`config.mk`:
```
export PLATFORM = sky130hd
export DESIGN_NAME = page_mapped_flash_translation
export DESIGN_NICKNAME = d
export VERILOG_FILES = /design/src/rtl/pmft_pkg.sv /design/src/rtl/pmft_ram.sv /design/src/rtl/pmft_dp.sv /design/src/rtl/pmft_ctrl.sv /design/src/rtl/page_mapped_flash_translation.sv
export SDC_FILE = /design/constraint.sdc
export NUM_CORES = 2
export LEC_CHECK = 0
export ABC_AREA = 1
export ABC_CLOCK_PERIOD_IN_PS = 21600
export BUFFER_PORTS_ARGS = -buffer_cell sky130_fd_sc_hd__buf_2
export CAP_MARGIN = 10
export CORE_MARGIN = 3
export CORE_UTILIZATION = 55
export DETAILED_ROUTE_END_ITERATION = 10
export PLACE_DENSITY = 0.78
export SLEW_MARGIN = 10
export SYNTH_ARGS = -nofsm -noshare
export SYNTH_HDL_FRONTEND = slang
export SYNTH_SLANG_ARGS = --single-unit
```
`constraint.sdc`:
```
create_clock -name clk -period 21.6 [get_ports clk]
set_clock_uncertainty 0.15 [all_clocks]
set_input_delay 3.24 -clock clk [delete_from_list [all_inputs] [get_ports clk]]
set_output_delay 3.24 -clock clk [all_outputs]
set_load 0.01 [all_outputs]
```
`src/rtl/pmft_pkg.sv`:
```
// ----------------------------------------------------------------------------
// pmft_pkg
// Geometry, command codes and controller/datapath interface types.
// ----------------------------------------------------------------------------
package pmft_pkg;

  localparam int PAGES_PER_BLK = 8;
  localparam int DATA_BLKS     = 16;
  localparam int TOTAL_BLKS    = 17;
  localparam int LOG_PAGES     = DATA_BLKS * PAGES_PER_BLK;

  localparam int LSN_W  = 7;
  localparam int PAGE_W = 8;
  localparam int BLK_W  = 5;
  localparam int CMD_W  = 3;
  localparam int OFF_W  = $clog2(PAGES_PER_BLK);
  localparam int IDX_W  = $clog2(LOG_PAGES);
  localparam int CNT_W  = IDX_W + 1;

  localparam logic [CMD_W-1:0] CMD_EMPTY    = 3'd0;
  localparam logic [CMD_W-1:0] CMD_READ     = 3'd1;
  localparam logic [CMD_W-1:0] CMD_COPY     = 3'd2;
  localparam logic [CMD_W-1:0] CMD_ERASE    = 3'd3;
  localparam logic [CMD_W-1:0] CMD_PROGRAM  = 3'd4;
  localparam logic [CMD_W-1:0] CMD_CAPACITY = 3'd5;

  // Which result the datapath is to form this cycle.
  localparam logic [2:0] EMIT_NONE   = 3'd0;
  localparam logic [2:0] EMIT_LOOKUP = 3'd1;
  localparam logic [2:0] EMIT_FRESH  = 3'd2;
  localparam logic [2:0] EMIT_CAP    = 3'd3;
  localparam logic [2:0] EMIT_COPY   = 3'd4;
  localparam logic [2:0] EMIT_ERASE  = 3'd5;
  localparam logic [2:0] EMIT_FINAL  = 3'd6;

  typedef struct packed {
    logic       accept;
    logic [2:0] emit;
    logic       push;
    logic       load_victim;
    logic       i_inc;
    logic       scan_clr;
    logic       scan_step;
  } ctl_t;

  typedef struct packed {
    logic op;
    logic fresh_left;
    logic fifo_empty_after;
    logic i_done;
    logic i_victim;
    logic scan_hit;
    logic scan_end;
  } sts_t;

endpackage

```
`src/rtl/pmft_ram.sv`:
```
// ----------------------------------------------------------------------------
// pmft_ram
// Generic simple dual-port RAM with one write port and a registered read.
// ----------------------------------------------------------------------------
module pmft_ram #(
  parameter int WIDTH = 8,
  parameter int DEPTH = 128
) (
  input  logic                     clk,
  input  logic                     we,
  input  logic [$clog2(DEPTH)-1:0] waddr,
  input  logic [WIDTH-1:0]         wdata,
  input  logic [$clog2(DEPTH)-1:0] raddr,
  output logic [WIDTH-1:0]         rdata
);

  logic [WIDTH-1:0] mem [DEPTH];

  always_ff @(posedge clk) begin
    if (we) begin
      mem[waddr] <= wdata;
    end
    rdata <= mem[raddr];
  end

endmodule

```
`src/rtl/pmft_dp.sv`:
```
// ----------------------------------------------------------------------------
// pmft_dp
// Datapath: map and invalid-page memories, counters, reverse scan, results.
// ----------------------------------------------------------------------------
module pmft_dp (
  input  logic                         clk,
  input  logic                         rst,
  input  pmft_pkg::ctl_t               ctl,
  output pmft_pkg::sts_t               sts,
  input  logic                         operation,
  input  logic [pmft_pkg::LSN_W-1:0]   lsn,
  output logic [pmft_pkg::CMD_W-1:0]   command,
  output logic [pmft_pkg::PAGE_W-1:0]  src_page,
  output logic [pmft_pkg::PAGE_W-1:0]  dst_page,
  output logic [pmft_pkg::BLK_W-1:0]   erase_block,
  output logic [pmft_pkg::LSN_W-1:0]   spare_tag,
  output logic                         last
);

  localparam int PW = pmft_pkg::PAGE_W;
  localparam int OW = pmft_pkg::OFF_W;
  localparam int IW = pmft_pkg::IDX_W;
  localparam int CW = pmft_pkg::CNT_W;

  logic                   op;
  logic [IW-1:0]          lpn;
  logic [CW-1:0]          fresh;
  logic [IW-1:0]          head;
  logic [CW-1:0]          count;
  logic [pmft_pkg::BLK_W-1:0] spare;
  logic [PW-1:0]          victim;
  logic [OW:0]            i;
  logic [CW-1:0]          j;
  logic [IW-1:0]          jd;
  logic                   pend;
  logic [pmft_pkg::LOG_PAGES-1:0] mvalid;

  logic                   map_we;
  logic [IW-1:0]          map_waddr;
  logic [PW-1:0]          map_wdata;
  logic [IW-1:0]          map_raddr;
  logic [PW-1:0]          map_rdata;
  logic                   push_ok;
  logic [PW-1:0]          fifo_rdata;
  logic [PW-1:0]          copy_src;
  logic [PW-1:0]          copy_dst;
  logic [PW-1:0]          fresh_page;
  logic [PW-1:0]          final_page;
  logic                   hit;

  assign copy_src   = {victim[PW-1:OW], i[OW-1:0]};
  assign copy_dst   = {spare, i[OW-1:0]};
  assign final_page = {spare, victim[OW-1:0]};
  assign fresh_page = PW'(pmft_pkg::LOG_PAGES - 1) - PW'(fresh);
  assign hit        = pend && mvalid[jd] && (map_rdata == copy_src);
  assign push_ok    = ctl.push && mvalid[lpn] && (count < CW'(pmft_pkg::LOG_PAGES));

  assign sts.op               = op;
  assign sts.fresh_left       = (fresh < CW'(pmft_pkg::LOG_PAGES));
  assign sts.fifo_empty_after = (count == '0) && !mvalid[lpn];
  assign sts.i_done           = (i == (OW+1)'(pmft_pkg::PAGES_PER_BLK));
  assign sts.i_victim         = (copy_src == victim);
  assign sts.scan_hit         = hit;
  assign sts.scan_end         = (j == CW'(pmft_pkg::LOG_PAGES)) && !hit;

  always_comb begin
    map_raddr = ctl.accept ? IW'(lsn) : j[IW-1:0];
    map_we    = 1'b0;
    map_waddr = lpn;
    map_wdata = fresh_page;
    if (ctl.emit == pmft_pkg::EMIT_FRESH) begin
      map_we = 1'b1;
    end else if (ctl.emit == pmft_pkg::EMIT_FINAL) begin
      map_we    = 1'b1;
      map_wdata = final_page;
    end else if (ctl.scan_step && hit) begin
      map_we    = 1'b1;
      map_waddr = jd;
      map_wdata = copy_dst;
    end
  end

  pmft_ram #(.WIDTH(PW), .DEPTH(pmft_pkg::LOG_PAGES)) u_map (
    .clk(clk), .we(map_we), .waddr(map_waddr), .wdata(map_wdata),
    .raddr(map_raddr), .rdata(map_rdata)
  );

  // The invalid-page ring is always read at its head.
  pmft_ram #(.WIDTH(PW), .DEPTH(pmft_pkg::LOG_PAGES)) u_fifo (
    .clk(clk), .we(push_ok), .waddr(head + count[IW-1:0]), .wdata(map_rdata),
    .raddr(head), .rdata(fifo_rdata)
  );

  always_ff @(posedge clk) begin
    if (rst) begin
      fresh  <= '0;
      head   <= '0;
      count  <= '0;
      spare  <= pmft_pkg::BLK_W'(pmft_pkg::TOTAL_BLKS - 1);
      mvalid <= '0;
      pend   <= 1'b0;
    end else begin
      if (push_ok) begin
        count <= count + 1'b1;
      end
      if (ctl.emit == pmft_pkg::EMIT_FRESH) begin
        fresh       <= fresh + 1'b1;
        mvalid[lpn] <= 1'b1;
      end
      if (ctl.emit == pmft_pkg::EMIT_FINAL) begin
        mvalid[lpn] <= 1'b1;
        head        <= head + 1'b1;
        count       <= count - 1'b1;
        spare       <= victim[PW-1:OW];
      end
      if (ctl.scan_clr) begin
        pend <= 1'b0;
      end else if (ctl.scan_step) begin
        pend <= (j != CW'(pmft_pkg::LOG_PAGES));
      end
    end
  end

  always_ff @(posedge clk) begin
    if (ctl.accept) begin
      op  <= operation;
      lpn <= IW'(lsn);
    end
    if (ctl.load_victim) begin
      victim <= fifo_rdata;
      i      <= '0;
    end else if (ctl.i_inc) begin
      i <= i + 1'b1;
    end
    if (ctl.scan_clr) begin
      j <= '0;
    end else if (ctl.scan_step && (j != CW'(pmft_pkg::LOG_PAGES))) begin
      j  <= j + 1'b1;
      jd <= j[IW-1:0];
    end
    if (ctl.emit != pmft_pkg::EMIT_NONE) begin
      command     <= pmft_pkg::CMD_PROGRAM;
      src_page    <= '0;
      dst_page    <= '0;
      erase_block <= '0;
      spare_tag   <= '0;
      last        <= 1'b1;
      case (ctl.emit)
        pmft_pkg::EMIT_LOOKUP: begin
          command  <= mvalid[lpn] ? pmft_pkg::CMD_READ : pmft_pkg::CMD_EMPTY;
          src_page <= mvalid[lpn] ? map_rdata : '0;
        end
        pmft_pkg::EMIT_FRESH: begin
          dst_page  <= fresh_page;
          spare_tag <= pmft_pkg::LSN_W'(lpn);
        end
        pmft_pkg::EMIT_CAP: begin
          command <= pmft_pkg::CMD_CAPACITY;
        end
        pmft_pkg::EMIT_COPY: begin
          command  <= pmft_pkg::CMD_COPY;
          src_page <= copy_src;
          dst_page <= copy_dst;
          last     <= 1'b0;
        end
        pmft_pkg::EMIT_ERASE: begin
          command     <= pmft_pkg::CMD_ERASE;
          erase_block <= victim[PW-1:OW];
          last        <= 1'b0;
        end
        pmft_pkg::EMIT_FINAL: begin
          dst_page  <= final_page;
          spare_tag <= pmft_pkg::LSN_W'(lpn);
        end
        default: begin
          command <= pmft_pkg::CMD_PROGRAM;
        end
      endcase
    end
  end

endmodule

```
`src/rtl/pmft_ctrl.sv`:
```
// ----------------------------------------------------------------------------
// pmft_ctrl
// Controller: lookup, fresh program, capacity error and garbage collection.
// ----------------------------------------------------------------------------
module pmft_ctrl (
  input  logic            clk,
  input  logic            rst,
  input  logic            in_valid,
  output logic            in_stall,
  output logic            out_valid,
  input  logic            out_stall,
  input  pmft_pkg::sts_t  sts,
  output pmft_pkg::ctl_t  ctl
);

  localparam logic [2:0] S_IDLE    = 3'd0;
  localparam logic [2:0] S_LOOK    = 3'd1;
  localparam logic [2:0] S_WAITH   = 3'd2;
  localparam logic [2:0] S_VICT    = 3'd3;
  localparam logic [2:0] S_COPYSEL = 3'd4;
  localparam logic [2:0] S_SCAN    = 3'd5;
  localparam logic [2:0] S_FINISH  = 3'd6;
  localparam logic [2:0] S_OUT     = 3'd7;

  logic [2:0] state, state_next;
  logic [2:0] ret, ret_next;

  assign in_stall  = (state != S_IDLE);
  assign out_valid = (state == S_OUT);

  always_comb begin
    state_next = state;
    ret_next   = ret;
    ctl        = '0;
    case (state)
      S_IDLE: begin
        if (in_valid) begin
          ctl.accept = 1'b1;
          state_next = S_LOOK;
        end
      end
      S_LOOK: begin
        ctl.push   = sts.op;
        state_next = S_OUT;
        ret_next   = S_IDLE;
        if (!sts.op) begin
          ctl.emit = pmft_pkg::EMIT_LOOKUP;
        end else if (sts.fresh_left) begin
          ctl.emit = pmft_pkg::EMIT_FRESH;
        end else if (sts.fifo_empty_after) begin
          ctl.emit = pmft_pkg::EMIT_CAP;
        end else begin
          state_next = S_WAITH;
        end
      end
      S_WAITH: begin
        state_next = S_VICT;
      end
      S_VICT: begin
        ctl.load_victim = 1'b1;
        state_next      = S_COPYSEL;
      end
      S_COPYSEL: begin
        if (sts.i_done) begin
          ctl.emit   = pmft_pkg::EMIT_ERASE;
          state_next = S_OUT;
          ret_next   = S_FINISH;
        end else if (sts.i_victim) begin
          ctl.i_inc = 1'b1;
        end else begin
          ctl.emit     = pmft_pkg::EMIT_COPY;
          ctl.scan_clr = 1'b1;
          state_next   = S_OUT;
          ret_next     = S_SCAN;
        end
      end
      S_SCAN: begin
        ctl.scan_step = 1'b1;
        if (sts.scan_hit || sts.scan_end) begin
          ctl.i_inc  = 1'b1;
          state_next = S_COPYSEL;
        end
      end
      S_FINISH: begin
        ctl.emit   = pmft_pkg::EMIT_FINAL;
        state_next = S_OUT;
        ret_next   = S_IDLE;
      end
      S_OUT: begin
        if (!out_stall) begin
          state_next = ret;
        end
      end
      default: begin
        state_next = S_IDLE;
      end
    endcase
  end

  always_ff @(posedge clk) begin
    if (rst) begin
      state <= S_IDLE;
      ret   <= S_IDLE;
    end else begin
      state <= state_next;
      ret   <= ret_next;
    end
  end

endmodule

```
`src/rtl/page_mapped_flash_translation.sv`:
```
// ----------------------------------------------------------------------------
// page_mapped_flash_translation
// Page-level flash translation with invalid-page queue and garbage collection.
// ----------------------------------------------------------------------------
// The input channel takes one request item (operation, lsn) when in_valid is
// high and in_stall low; the output channel hands out result items the same
// way under out_valid and out_stall. One request is handled at a time:
// in_stall stays high from acceptance until the last result has been taken.
// A read, a fresh-page write and a capacity error each give one result, formed
// in state S_LOOK and shown in S_OUT after acceptance in S_IDLE. A write after
// the fresh pages are spent runs garbage collection: up to PAGES_PER_BLK-1
// copy items, an erase and a program. Each copy is followed by a reverse scan
// of the map memory, one entry per cycle, through the single read port of the
// map memory. While out_stall is high the result item is held and nothing
// advances. Reset clears the map valid bits, the counters and the queue, and
// makes the last block the spare; the block is ready in the next cycle.
// ----------------------------------------------------------------------------
module page_mapped_flash_translation (
  input  logic                         clk,
  input  logic                         rst,
  input  logic                         in_valid,
  output logic                         in_stall,
  input  logic                         operation,
  input  logic [pmft_pkg::LSN_W-1:0]   lsn,
  output logic                         out_valid,
  input  logic                         out_stall,
  output logic [pmft_pkg::CMD_W-1:0]   command,
  output logic [pmft_pkg::PAGE_W-1:0]  src_page,
  output logic [pmft_pkg::PAGE_W-1:0]  dst_page,
  output logic [pmft_pkg::BLK_W-1:0]   erase_block,
  output logic [pmft_pkg::LSN_W-1:0]   spare_tag,
  output logic                         last
);

  pmft_pkg::ctl_t ctl;
  pmft_pkg::sts_t sts;

  pmft_ctrl u_ctrl (
    .clk(clk), .rst(rst), .in_valid(in_valid), .in_stall(in_stall),
    .out_valid(out_valid), .out_stall(out_stall), .sts(sts), .ctl(ctl)
  );

  pmft_dp u_dp (
    .clk(clk), .rst(rst), .ctl(ctl), .sts(sts),
    .operation(operation), .lsn(lsn),
    .command(command), .src_page(src_page), .dst_page(dst_page),
    .erase_block(erase_block), .spare_tag(spare_tag), .last(last)
  );

endmodule

```
==> results.sh <==
export IMPL_peakVddDrop_uv=123.3
export IMPL_grt_pass1_wl_mm=391.8
export IMPL_status="finished, final reports clean"
export IMPL_syn_inst=8508
export IMPL_finalInstanceArea_um2=105100
export IMPL_synth_area_top_cells="edfxtp_1 (66%), nand2_1 (6.0%), o21ai_0 (5.5%)"
export IMPL_drv_cap=0
export IMPL_end_kind="flip-flop"
export IMPL_slew_violations=0
export IMPL_h_tree_depth=4
export IMPL_dr_pass1_iters=8
export IMPL_antenna_found_initial=7
export IMPL_syn_avg_cell_area_um2=11.32
export IMPL_hold_path_end="u_ctrl.ret[2]"
export IMPL_yosys_area_share_simple_pct=14.19
export IMPL_rsz0062_at_grt="false"
export IMPL_holdBufCountCts=0
export IMPL_synth_area_um2=96280
export IMPL_ys_warnings_count=0
export IMPL_syn_to_final_growth_pct=9.163
export IMPL_r2r_start="u_dp.jd[0]"
export IMPL_synth_compound_area_share_pct=12.38
export IMPL_fin_tns_setup_ps=0
export IMPL_crit_required_ps=22230
export IMPL_fin_crit_sh_pct=35.38
export IMPL_synth_cell_types=51
export IMPL_die_h_um=424.4
export IMPL_synth_edff_count=2103
export IMPL_gr_usage_all_layers_pct=28.08
export IMPL_final_nets=8337
export IMPL_post_cts_resized=0
export IMPL_relSlewSlack_pct=19.49
export IMPL_drive_above_1_share_pct=8.014
export IMPL_crit_type="input pin to flip-flop"
export IMPL_yosys_area_top_type="edfxtp_1"
export IMPL_whs_path_depth=2
export IMPL_cts_tree="yes"
export IMPL_finalPower_mw=12.22
export IMPL_port_buffers=45
export IMPL_arrival_ps=8280
export IMPL_seq_area_frac_synth_pct=69.56
export IMPL_die_area_um2=180100
export IMPL_die_x_um=424.4
export IMPL_routed_via_density=6.359
export IMPL_final_cell_mix="edfxtp_1 (2103), nand2_1 (1535), nor2_1 (1123)"
export IMPL_clk_path_buf_depth=3
export IMPL_syn_nets=8541
export IMPL_synthAdderAreaFrac_pct=0.2885
export IMPL_p_leak_nw=34.96
export IMPL_num_vias=68670
export IMPL_path_cells="buf_2, inv_1, nor2_4, inv_2, o21ai_4, buf_4, buf_4, buf_4, o21ai_0, inv_1, o21ai_0, nand3_1, o211ai_1, nand3_1, nand3_1, nand2_1, nand2_1, nand2_1"
export IMPL_p_per_area_nw_per_um2=116.3
export IMPL_clk_pin_slew_ps=70
export IMPL_gp_congestion=0.9097
export IMPL_post_cts_setup_buffer_count=0
export IMPL_ys_ff_latch=2294
export IMPL_worst_pin_slew_ps=1208
export IMPL_gr_total_overflow=0
export IMPL_drt_iter0_drc=10790
export IMPL_wl_mm=258.5
export IMPL_synthArstFlopShare_pct=0
export IMPL_placed_cells=10400
export IMPL_fin_crit_ps=7643
export IMPL_fin_cells=10800
export IMPL_ant_nets=0
export IMPL_clock_latency_ps=870
export IMPL_cts_sinks=2294
export IMPL_slowest_stage="buf_4"
export IMPL_slowest_delay_ps=880
export IMPL_core_area_um2=172900
export IMPL_max_freq_ghz=0.1308
export IMPL_r2r_slack_ps=15040
export IMPL_synth_flop_cell="edfxtp_1"
export IMPL_drcViolationCount=0
export IMPL_synth_top_family_by_area="simple AND/OR/NAND/NOR gates"
export IMPL_wl_per_cell_um=23.94
export IMPL_final_common_cell="edfxtp_1"
export IMPL_cp_max_fo=88
export IMPL_place_area_um2=98110
export IMPL_cts_buffers=213
export IMPL_clockRootBuffer="clkbuf_16"
export IMPL_grt_max_degree=185
export IMPL_hold_viol_final=0
export IMPL_num_io_pins=46
export IMPL_synth_top_area_share_pct=65.59
export IMPL_startpoint_type="input pin"
export IMPL_reg2regPathDepth=16
export IMPL_min_from="u_ctrl.ret[2]"
export IMPL_first_global_vias=66280
export IMPL_holdWs_ps=310.6
export IMPL_r2r_end="u_dp.u_map.mem[107][2]"
export IMPL_synth_mux_area_fraction_pct=0
export IMPL_dp_final_hpwl_mm=144.5
export IMPL_hp_class="flip-flop to flip-flop"
export IMPL_std_cell_rows=152
export IMPL_synthXorXnorAreaFrac_pct=0.1364
export IMPL_initial_core_util_pct=55.70
export IMPL_setup_viol=0
==> synth_stat cells, types with 5 or more instances <==
cell      count
o221ai_1     93
a31oi_1      15
o21ai_1      26
dfxtp_1     191
ha_1         19
o22ai_1     185
xnor2_1       6
inv_1       252
a21oi_1     198
nand3_1     412
nor2_1     1127
o21ai_0    1053
clkbuf_1    424
buf_2        77
or2_2       154
inv_2        10
edfxtp_1   2103
xor2_1        9
a211oi_1      5
nor3_1       18
nand2_1    1535
o21ai_2       6
buf_4        10
o211ai_1    429
nand4_1      44
buf_1        48
buf_6         8
==> cell type report <==
cell class	instances	area (µm²)
fillers	12830	67770
flip-flops and latches	2294	67020
multi-input cells	5382	26160
clock buffers	261	5668
well taps	2310	2890
clock inverters	135	1318
inverters	265	1026
repair buffers	148	1013
diodes	5	12.51
==> per-layer routing <==
metal  routed length (µm)  vias up  global-route usage [%]
li1                     -    30200                       -
met1                93670    33000                   37.47
met2               120300     4704                   43.98
met3                32950      761                   6.595
met4                11590        4                   12.90
met5                   25        -                       0
==> registers in the layout, indices dropped and copies added (netlist names), 7 cells and up <==
name / flops
u_dp.victim: 8
u_dp.mvalid: 128
u_dp.count: 8
u_dp.spare_tag: 7
u_dp.head: 7
u_dp.u_map.rdata: 8
u_dp.src_page: 8
u_dp.j: 8
u_dp.fresh: 8
u_dp.u_fifo.mem: 1024
u_dp.dst_page: 8
u_dp.jd: 7
u_dp.u_fifo.rdata: 8
u_dp.lpn: 7
u_dp.u_map.mem: 1024
==> worst max-delay path, delay by kind of cell <==
kind | cells | cell delay, ps
buf+inv | 7 | 2980
compound gates | 4 | 680
simple gates | 7 | 1000
==> worst max-delay path by stage <==
stage / from / to / slack, ps
finish: in_valid / u_dp.u_map.rdata[1] / 13960
global route: in_valid / u_dp.u_map.rdata[1] / 13800
CTS: in_valid / u_dp.u_map.rdata[6] / 14210
detailed placement: in_valid / u_dp.u_map.rdata[1] / 13340
global placement: in_valid / u_dp.u_map.rdata[0] / 13400
floorplan: u_dp.u_map.rdata[0] / u_dp.u_map.mem[0][3] / 12260
==> cell families after synthesis <==
group	after synthesis
AO/OA/AOI/OAI	2028
XOR/XNOR	15
adder cells (fa/ha/maj)	21
buffers and inverters	832
flip-flops	2294
AND/OR/NAND/NOR	3318
==> metrics by stage <==
step                      worst slack, ps  util (%)
final                               13960     60.80
after global routing                13800     60.79
after CTS                           14210     60.79
after detailed placement            13340     56.75
after global placement              13400     56.75
after floorplan                     12260         -
==> power by group <==
| group | switching, mW | total, mW | internal (mW) |
|---|---|---|---|
| Clock | 1.65 | 3.76 | 2.11 |
| Combinational | 2.24 | 2.95 | 0.709 |
| Sequential | 0.189 | 5.51 | 5.32 |
No activity file was read; power rests on OpenSTA's default activity.
